File: src/design/u8atc_pkg.sv
// shared types, codes and the accent table of the text converter
package u8atc_pkg;

    localparam logic [7:0] LF_CODE    = 8'h0A;
    localparam logic [7:0] CR_CODE    = 8'h0D;
    localparam logic [7:0] LEAD_CODE  = 8'hC3;
    localparam logic [7:0] ACCENT_ESC = 8'h16;

    localparam int QUEUE_DEPTH = 4;

    // position of a beat within a three-beat expansion
    typedef logic [1:0] t_beat_idx;
    localparam t_beat_idx BEAT_FIRST = 2'd0;
    localparam t_beat_idx BEAT_LAST  = 2'd2;

    // one queued job: a single byte or an escape triple
    typedef struct packed {
        logic       triple;
        logic [7:0] b0;
        logic [7:0] b1;
        logic [7:0] b2;
    } t_entry;

    // head of the queue as seen by the back end
    typedef struct packed {
        logic   valid;
        t_entry entry;
    } t_head;

    typedef struct packed {
        logic       hit;
        logic [7:0] code;
        logic [7:0] letter;
    } t_accent;

    function automatic t_accent accent_lookup(input logic [7:0] b);
        t_accent r;
        r = '0;
        r.hit = 1'b1;
        case (b)
            8'hA2: begin r.code = 8'h43; r.letter = 8'h61; end
            8'hA0: begin r.code = 8'h41; r.letter = 8'h61; end
            8'hAB: begin r.code = 8'h48; r.letter = 8'h65; end
            8'hAA: begin r.code = 8'h43; r.letter = 8'h65; end
            8'hA9: begin r.code = 8'h42; r.letter = 8'h65; end
            8'hA8: begin r.code = 8'h41; r.letter = 8'h65; end
            8'hAF: begin r.code = 8'h48; r.letter = 8'h69; end
            8'hAE: begin r.code = 8'h43; r.letter = 8'h69; end
            8'hB6: begin r.code = 8'h48; r.letter = 8'h6F; end
            8'hB4: begin r.code = 8'h43; r.letter = 8'h6F; end
            8'hBC: begin r.code = 8'h48; r.letter = 8'h75; end
            8'hBB: begin r.code = 8'h43; r.letter = 8'h75; end
            8'hB9: begin r.code = 8'h41; r.letter = 8'h75; end
            8'hA7: begin r.code = 8'h4B; r.letter = 8'h63; end
            default: r = '0;
        endcase
        return r;
    endfunction

endpackage

File: src/design/u8atc_front.sv
// front end: accepts input beats, tracks the flags and builds queue entries
module u8atc_front (
    input  logic              i_clk,
    input  logic              i_rst_n,
    input  logic              i_accept,
    input  logic [7:0]        i_byte,
    input  logic              i_eot,
    output logic              o_push,
    output u8atc_pkg::t_entry o_entry
);
    import u8atc_pkg::*;

    logic    r_line_end, n_line_end;
    logic    r_accent, n_accent;
    t_accent lk;

    assign lk = accent_lookup(i_byte);

    always_comb begin
        n_line_end = r_line_end;
        n_accent   = r_accent;
        o_push     = 1'b0;
        o_entry    = '0;
        if (i_accept) begin
            if (i_byte == LF_CODE || i_byte == CR_CODE) begin
                if (!r_line_end) begin
                    o_push     = 1'b1;
                    o_entry.b0 = CR_CODE;
                    n_line_end = 1'b1;
                end
            end else if (i_byte == LEAD_CODE) begin
                n_accent = 1'b1;
            end else if (r_accent) begin
                n_accent       = 1'b0;
                o_push         = 1'b1;
                o_entry.triple = 1'b1;
                o_entry.b0     = lk.hit ? ACCENT_ESC : 8'h00;
                o_entry.b1     = lk.code;
                o_entry.b2     = lk.letter;
            end else begin
                o_push     = 1'b1;
                o_entry.b0 = i_byte;
                n_line_end = 1'b0;
            end
            if (i_eot) begin
                n_line_end = 1'b0;
                n_accent   = 1'b0;
            end
        end
    end

    always_ff @(posedge i_clk) begin
        if (!i_rst_n) begin
            r_line_end <= 1'b0;
            r_accent   <= 1'b0;
        end else begin
            r_line_end <= n_line_end;
            r_accent   <= n_accent;
        end
    end

endmodule

File: src/design/u8atc_queue.sv
// short queue of entries between front and back end
module u8atc_queue #(
    parameter int DEPTH = u8atc_pkg::QUEUE_DEPTH
) (
    input  logic              i_clk,
    input  logic              i_rst_n,
    input  logic              i_push,
    input  u8atc_pkg::t_entry i_entry,
    input  logic              i_pop,
    output logic              o_full,
    output u8atc_pkg::t_head  o_head
);
    import u8atc_pkg::*;

    localparam int PW = (DEPTH > 1) ? $clog2(DEPTH) : 1;
    localparam int CW = $clog2(DEPTH + 1);
    localparam logic [PW-1:0] PTR_LAST = PW'(DEPTH - 1);
    localparam logic [CW-1:0] CNT_FULL = CW'(DEPTH);

    t_entry        r_mem [DEPTH];
    logic [PW-1:0] r_wr, r_rd;
    logic [CW-1:0] r_cnt;
    logic          do_push, do_pop;

    assign o_full       = (r_cnt == CNT_FULL);
    assign o_head.valid = (r_cnt != '0);
    assign o_head.entry = r_mem[r_rd];
    assign do_push      = i_push && !o_full;
    assign do_pop       = i_pop && o_head.valid;

    always_ff @(posedge i_clk) begin
        if (do_push) begin
            r_mem[r_wr] <= i_entry;
        end
    end

    always_ff @(posedge i_clk) begin
        if (!i_rst_n) begin
            r_wr  <= '0;
            r_rd  <= '0;
            r_cnt <= '0;
        end else begin
            if (do_push) begin
                r_wr <= (r_wr == PTR_LAST) ? '0 : r_wr + 1'b1;
            end
            if (do_pop) begin
                r_rd <= (r_rd == PTR_LAST) ? '0 : r_rd + 1'b1;
            end
            case ({do_push, do_pop})
                2'b10:   r_cnt <= r_cnt + 1'b1;
                2'b01:   r_cnt <= r_cnt - 1'b1;
                default: r_cnt <= r_cnt;
            endcase
        end
    end

endmodule

File: src/design/u8atc_back.sv
// back end: expands queue entries into output beats through an output register
module u8atc_back (
    input  logic             i_clk,
    input  logic             i_rst_n,
    input  u8atc_pkg::t_head i_head,
    output logic             o_pop,
    output logic             o_valid,
    output logic [7:0]       o_data,
    output logic             o_last,
    input  logic             i_ready
);
    import u8atc_pkg::*;

    t_beat_idx  r_idx, n_idx;
    logic       r_valid;
    logic [7:0] r_data, n_data;
    logic       r_last, n_last;
    logic       load;

    assign load = i_head.valid && (!r_valid || i_ready);

    always_comb begin
        n_idx  = r_idx;
        n_data = i_head.entry.b0;
        n_last = 1'b1;
        o_pop  = 1'b0;
        if (i_head.entry.triple) begin
            case (r_idx)
                BEAT_FIRST: n_data = i_head.entry.b0;
                BEAT_LAST:  n_data = i_head.entry.b2;
                default:    n_data = i_head.entry.b1;
            endcase
            n_last = (r_idx == BEAT_LAST);
        end
        if (load) begin
            if (n_last) begin
                o_pop = 1'b1;
                n_idx = BEAT_FIRST;
            end else begin
                n_idx = r_idx + 1'b1;
            end
        end
    end

    always_ff @(posedge i_clk) begin
        if (!i_rst_n) begin
            r_valid <= 1'b0;
            r_idx   <= BEAT_FIRST;
        end else begin
            r_idx <= n_idx;
            if (load) begin
                r_valid <= 1'b1;
            end else if (i_ready) begin
                r_valid <= 1'b0;
            end
        end
    end

    always_ff @(posedge i_clk) begin
        if (load) begin
            r_data <= n_data;
            r_last <= n_last;
        end
    end

    assign o_valid = r_valid;
    assign o_data  = r_data;
    assign o_last  = r_last;

    a_idx_range: assert property (@(posedge i_clk) disable iff (!i_rst_n)
        r_idx == BEAT_FIRST || r_idx == 2'd1 || r_idx == BEAT_LAST)
        else $error("beat index out of range");

    a_mid_triple: assert property (@(posedge i_clk) disable iff (!i_rst_n)
        (r_idx != BEAT_FIRST) |-> (i_head.valid && i_head.entry.triple))
        else $error("expansion in progress without a triple at the queue head");

    a_idx_step: assert property (@(posedge i_clk) disable iff (!i_rst_n)
        (load && !n_last) |=> (r_idx == $past(r_idx) + 2'd1))
        else $error("beat index did not advance");

endmodule

File: src/design/utf8_accent_text_converter.sv
// top level of the utf-8 accent text converter
// Converts a text byte stream one input beat at a time. LF becomes CR, CR
// passes, and further line ends are dropped until a plain byte follows. A
// 0xC3 lead byte is swallowed; the next byte that is not a line end or lead
// is sent as three beats 0x16, accent code, base letter (three zero beats if
// the byte is not in the table). tlast on the input marks end of text and
// clears both flags after that byte; tlast on the output marks the final beat
// caused by one input. An input beat is taken every cycle while the queue
// between the classifying front end and the expanding back end has room; the
// back end delivers one output beat per cycle while the output is ready, so
// plain text runs at one beat per cycle and each accent costs three output
// beats. Input goes through the queue write, then the output register.
module utf8_accent_text_converter #(
    parameter int QUEUE_DEPTH = u8atc_pkg::QUEUE_DEPTH
) (
    input  logic       i_clk,
    input  logic       i_rst_n,
    input  logic       i_s_axis_tvalid,
    output logic       o_s_axis_tready,
    input  logic [7:0] i_s_axis_tdata,   // in_byte [7:0]
    input  logic       i_s_axis_tlast,   // end_of_text
    output logic       o_m_axis_tvalid,
    input  logic       i_m_axis_tready,
    output logic [7:0] o_m_axis_tdata,   // out_byte [7:0]
    output logic       o_m_axis_tlast    // last_of_run
);
    import u8atc_pkg::*;

    logic   accept;
    logic   push, pop, full;
    t_entry entry;
    t_head  head;

    // input is held off only while the queue is full
    assign o_s_axis_tready = !full;
    assign accept          = i_s_axis_tvalid && o_s_axis_tready;

    // classification and flag tracking
    u8atc_front u_front (
        .i_clk    (i_clk),
        .i_rst_n  (i_rst_n),
        .i_accept (accept),
        .i_byte   (i_s_axis_tdata),
        .i_eot    (i_s_axis_tlast),
        .o_push   (push),
        .o_entry  (entry)
    );

    // decoupling queue, one entry per input beat that gives output
    u8atc_queue #(
        .DEPTH (QUEUE_DEPTH)
    ) u_queue (
        .i_clk   (i_clk),
        .i_rst_n (i_rst_n),
        .i_push  (push),
        .i_entry (entry),
        .i_pop   (pop),
        .o_full  (full),
        .o_head  (head)
    );

    // expansion into output beats
    u8atc_back u_back (
        .i_clk   (i_clk),
        .i_rst_n (i_rst_n),
        .i_head  (head),
        .o_pop   (pop),
        .o_valid (o_m_axis_tvalid),
        .o_data  (o_m_axis_tdata),
        .o_last  (o_m_axis_tlast),
        .i_ready (i_m_axis_tready)
    );

endmodule
File: config.mk
export PLATFORM = sky130hd
export DESIGN_NAME = utf8_accent_text_converter
export DESIGN_NICKNAME = d
export VERILOG_FILES = /design/src/design/u8atc_pkg.sv /design/src/design/u8atc_front.sv /design/src/design/u8atc_queue.sv /design/src/design/u8atc_back.sv /design/src/design/utf8_accent_text_converter.sv
export SDC_FILE = /design/constraint.sdc
export NUM_CORES = 1
export LEC_CHECK = 0
export ABC_AREA = 1
export ABC_CLOCK_PERIOD_IN_PS = 6300
export BUFFER_PORTS_ARGS = -buffer_cell sky130_fd_sc_hd__clkbuf_2
export CAP_MARGIN = 15
export CORE_MARGIN = 5
export CORE_UTILIZATION = 65
export CTS_BUF_LIST = sky130_fd_sc_hd__clkbuf_4 sky130_fd_sc_hd__clkbuf_8 sky130_fd_sc_hd__clkbuf_16
export CTS_CLUSTER_SIZE = 8
export DETAILED_ROUTE_END_ITERATION = 12
export PLACE_DENSITY_LB_ADDON = 0.12
export SYNTH_ARGS = -nofsm -noshare
export SYNTH_HDL_FRONTEND = slang
export SYNTH_SLANG_ARGS = --single-unit
File: constraint.sdc
create_clock -name i_clk -period 6.3 [get_ports i_clk]
set_input_delay 0 -clock i_clk [delete_from_list [all_inputs] [get_ports i_clk]]
set_output_delay 0 -clock i_clk [all_outputs]
set_load 0.02 [all_outputs]
==> out/metrics.cfg <==
[global_route]
grt_first_pass_wirelength_mm=13.9
antenna_found_initial=0
track_usage_pct=21.5
grt_max_degree=36
grt_pass1_vias=2838
grt-ovfl-total=0

[place]
dp_cells=479
placed_cell_area_um2=4400
port_buffers=23
dpl.hpwl_mm=5.83
gp_congestion=0.818

[floorplanning]
floorplan.initialDensity_pct=66.5
core_um2=6310
die_x_um=90.4
fp.dieH_um=90.4
die_area_um2=8160
rows=29
pin_count=24

[run_status]
status=completed

[clock_tree]
clock_latency_ns=0.35
cts_setup_buffers=0
cts.sink_count=91
max-clock-path-buffers=2
cts_root_buffer=clkbuf_8
cts_buffers=9
clk_pin_slew_ns=0.09
tritoncts=done
cts_max_level=3
cts_hold_buf=3
cts_resized=0

[worst_setup_path]
crit_path_start_kind=flop
required_ns=6.54
crit_type=reg2reg
endpoint_kind=flop
worstPathMaxFanout=35
rr_worst_depth=14
arrival_ns=2.99

[layout]
syn_to_final_growth_pct=9.96
final_nets=438
multiInputGateArea_um2=1410
fillers=443
drive_gt1_share_pct=23.0
final_area_um2=4620
final_cells=498
num_antenna_cells=0
seqCellArea_um2=2590

[sta]
post-route-period-util_pct=43.7
maxSlewHeadroom_pct=41.8
report.final.slew_viol_count=0
finClkSkew_ns=0.0109
hold_viol=0
max_freq_mhz=363
tns_ns=0
min_period_ns=2.75
setup_viol=0
timing.hold.ws_ns=0.0836
tightestPinTransition_ns=0.870
grt_setup_unrepaired=false

[synthesis]
yosysSeqAreaShare_pct=61.8
async_flop_share_pct=0
syn_inst=384
synth_fp_nets=406
avgSynthCellArea_um2=10.9
syn_area_um2=4200
synth_ff_type=edfxtp_1
synth_edf_count=77
yosysWarnings=0
ys_ff_latch=91
synthDistinctLibCells=42

[routing]
via_count=2942
drt-vias-per-instance=5.91
drc_errors=0
dr.pass1.iters=5
wl_per_cell_um=16.9
antenna_left=0
dr.first_iter.drc_count=237
totalWireLength_mm=8.40

[pwr]
p_leak_nw=1.81
irDropWorstVdd_mv=0.286
p_per_area_nw_per_um2=400

[run]
cap_viol_max_count=0

[worst_hold_path]
min-delay-path-class=in2reg
holdPathStages=3

final timing paths:
path / slack (ns) / end / startpoint
worst max-delay path: 3.55 / u_queue.r_cnt[2] / flop
worst min-delay path: 0.08 / u_queue.r_mem[1][22] / i_s_axis_tdata[6]
worst max register to register: 3.55 / u_queue.r_cnt[2] / flop
worst min register to register: 0.47 / u_queue.r_cnt[0] / u_queue.r_cnt[0]
cells in the final DEF (no fill, tap or decap), types with 2 or more instances in the layout:
master,instances
a32o_1,3
nand2_2,11
o211ai_1,3
a21oi_1,12
a21oi_2,5
nor2_4,5
o21ai_0,36
o21ai_1,2
nand3_1,9
a22oi_1,2
dlygate4sd3_1,3
buf_4,5
and3_1,2
clkbuf_8,9
clkbuf_2,23
ha_1,8
nor2_1,51
dfxtp_1,14
inv_1,27
o22ai_1,13
edfxtp_1,77
a22o_1,2
inv_2,12
nand3_2,5
clkinvlp_4,2
nor2_2,6
clkinv_4,2
nand2_1,49
nor3_1,2
nand3_4,2
inv_6,2
routing by layer:
metal  part of all wire (%)  track usage [%]  wire length, µm
met3                    5.6             4.25              471
met1                     44             29.1             3690
met5                      0                0                0
met2                     49             34.6             4110
met4                    1.6             7.82              136
area by class of cell:
| class | count | share of cell area [%] |
|---|---|---|
| clock buffer | 10 | 2.85 |
| clock inverter | 6 | 1.08 |
| inverter | 40 | 3.31 |
| multi-input combinational | 243 | 30.6 |
| sequential | 91 | 56.2 |
| tap | 77 | 2.09 |
| timing repair buffer | 31 | 3.96 |
synth_stat cells, types with 8 or more instances:
library cell  instances  area share [%]
edfxtp_1             77              55
nor2_1               51             4.6
nand2_1              49             4.4
o21ai_0              36             4.3
inv_1                27             2.4
dfxtp_1              14             6.7
o22ai_1              13             1.9
a21oi_1              12             1.4
inv_2                12             1.1
nand2_2              11             1.6
nand3_1               9             1.1
ha_1                  8             2.4
flip-flops by register name (all words and copies together), names as in the netlist, named ones only:
register and count:
u_back.o_valid 1, u_back.r_idx 2, u_queue.r_mem 68, u_queue.r_cnt 3, u_queue.r_wr 2, u_queue.r_rd 2
u_back.o_data 8, u_back.o_last 1, u_front.r_line_end 1, u_front.r_accent 1
stage by stage:
step | util (%) | power (mW) | worst slack (ns)
2_1_floorplan | - | 1.32 | 3.99
3_5_place_dp | 69.8 | 1.50 | 3.64
5_1_grt | 73.1 | 1.96 | 3.28
3_3_place_gp | 69.8 | 1.46 | 3.74
4_1_cts | 73.1 | 1.85 | 3.59
6_report | 73.1 | 1.85 | 3.55
power by group:
part / switching [mW] / total [mW] / internal, mW
Sequential: 0.0499 / 0.853 / 0.803
Clock: 0.202 / 0.354 / 0.152
Combinational: 0.436 / 0.640 / 0.204
kinds of logic (layout without fill, tap and decap cells):
family	after synthesis	after routing	synth area share, %
AND/OR/NAND/NOR	147	147	17.4
XOR/XNOR	1	1	0.209
multiplexers	1	1	0.238
flip-flops	91	91	61.8
AO/OA/AOI/OAI	85	85	12.8
adder cells (fa/ha/maj)	9	9	2.86
buffers and inverters	50	87	4.65
critical path: stages (launching register included):
cell	delay (ns)
dfxtp_1	0.32
buf_4	0.32
inv_2	0.30
nand2_1	0.13
nand3_1	0.11
nand3_1	0.15
nand2_1	0.09
inv_2	0.15
ha_1	0.16
inv_1	0.06
fa_1	0.37
a21oi_1	0.14
o21ai_0	0.11
o21ai_0	0.16
a21oi_1	0.06
Power figures use the tool's default switching activity.
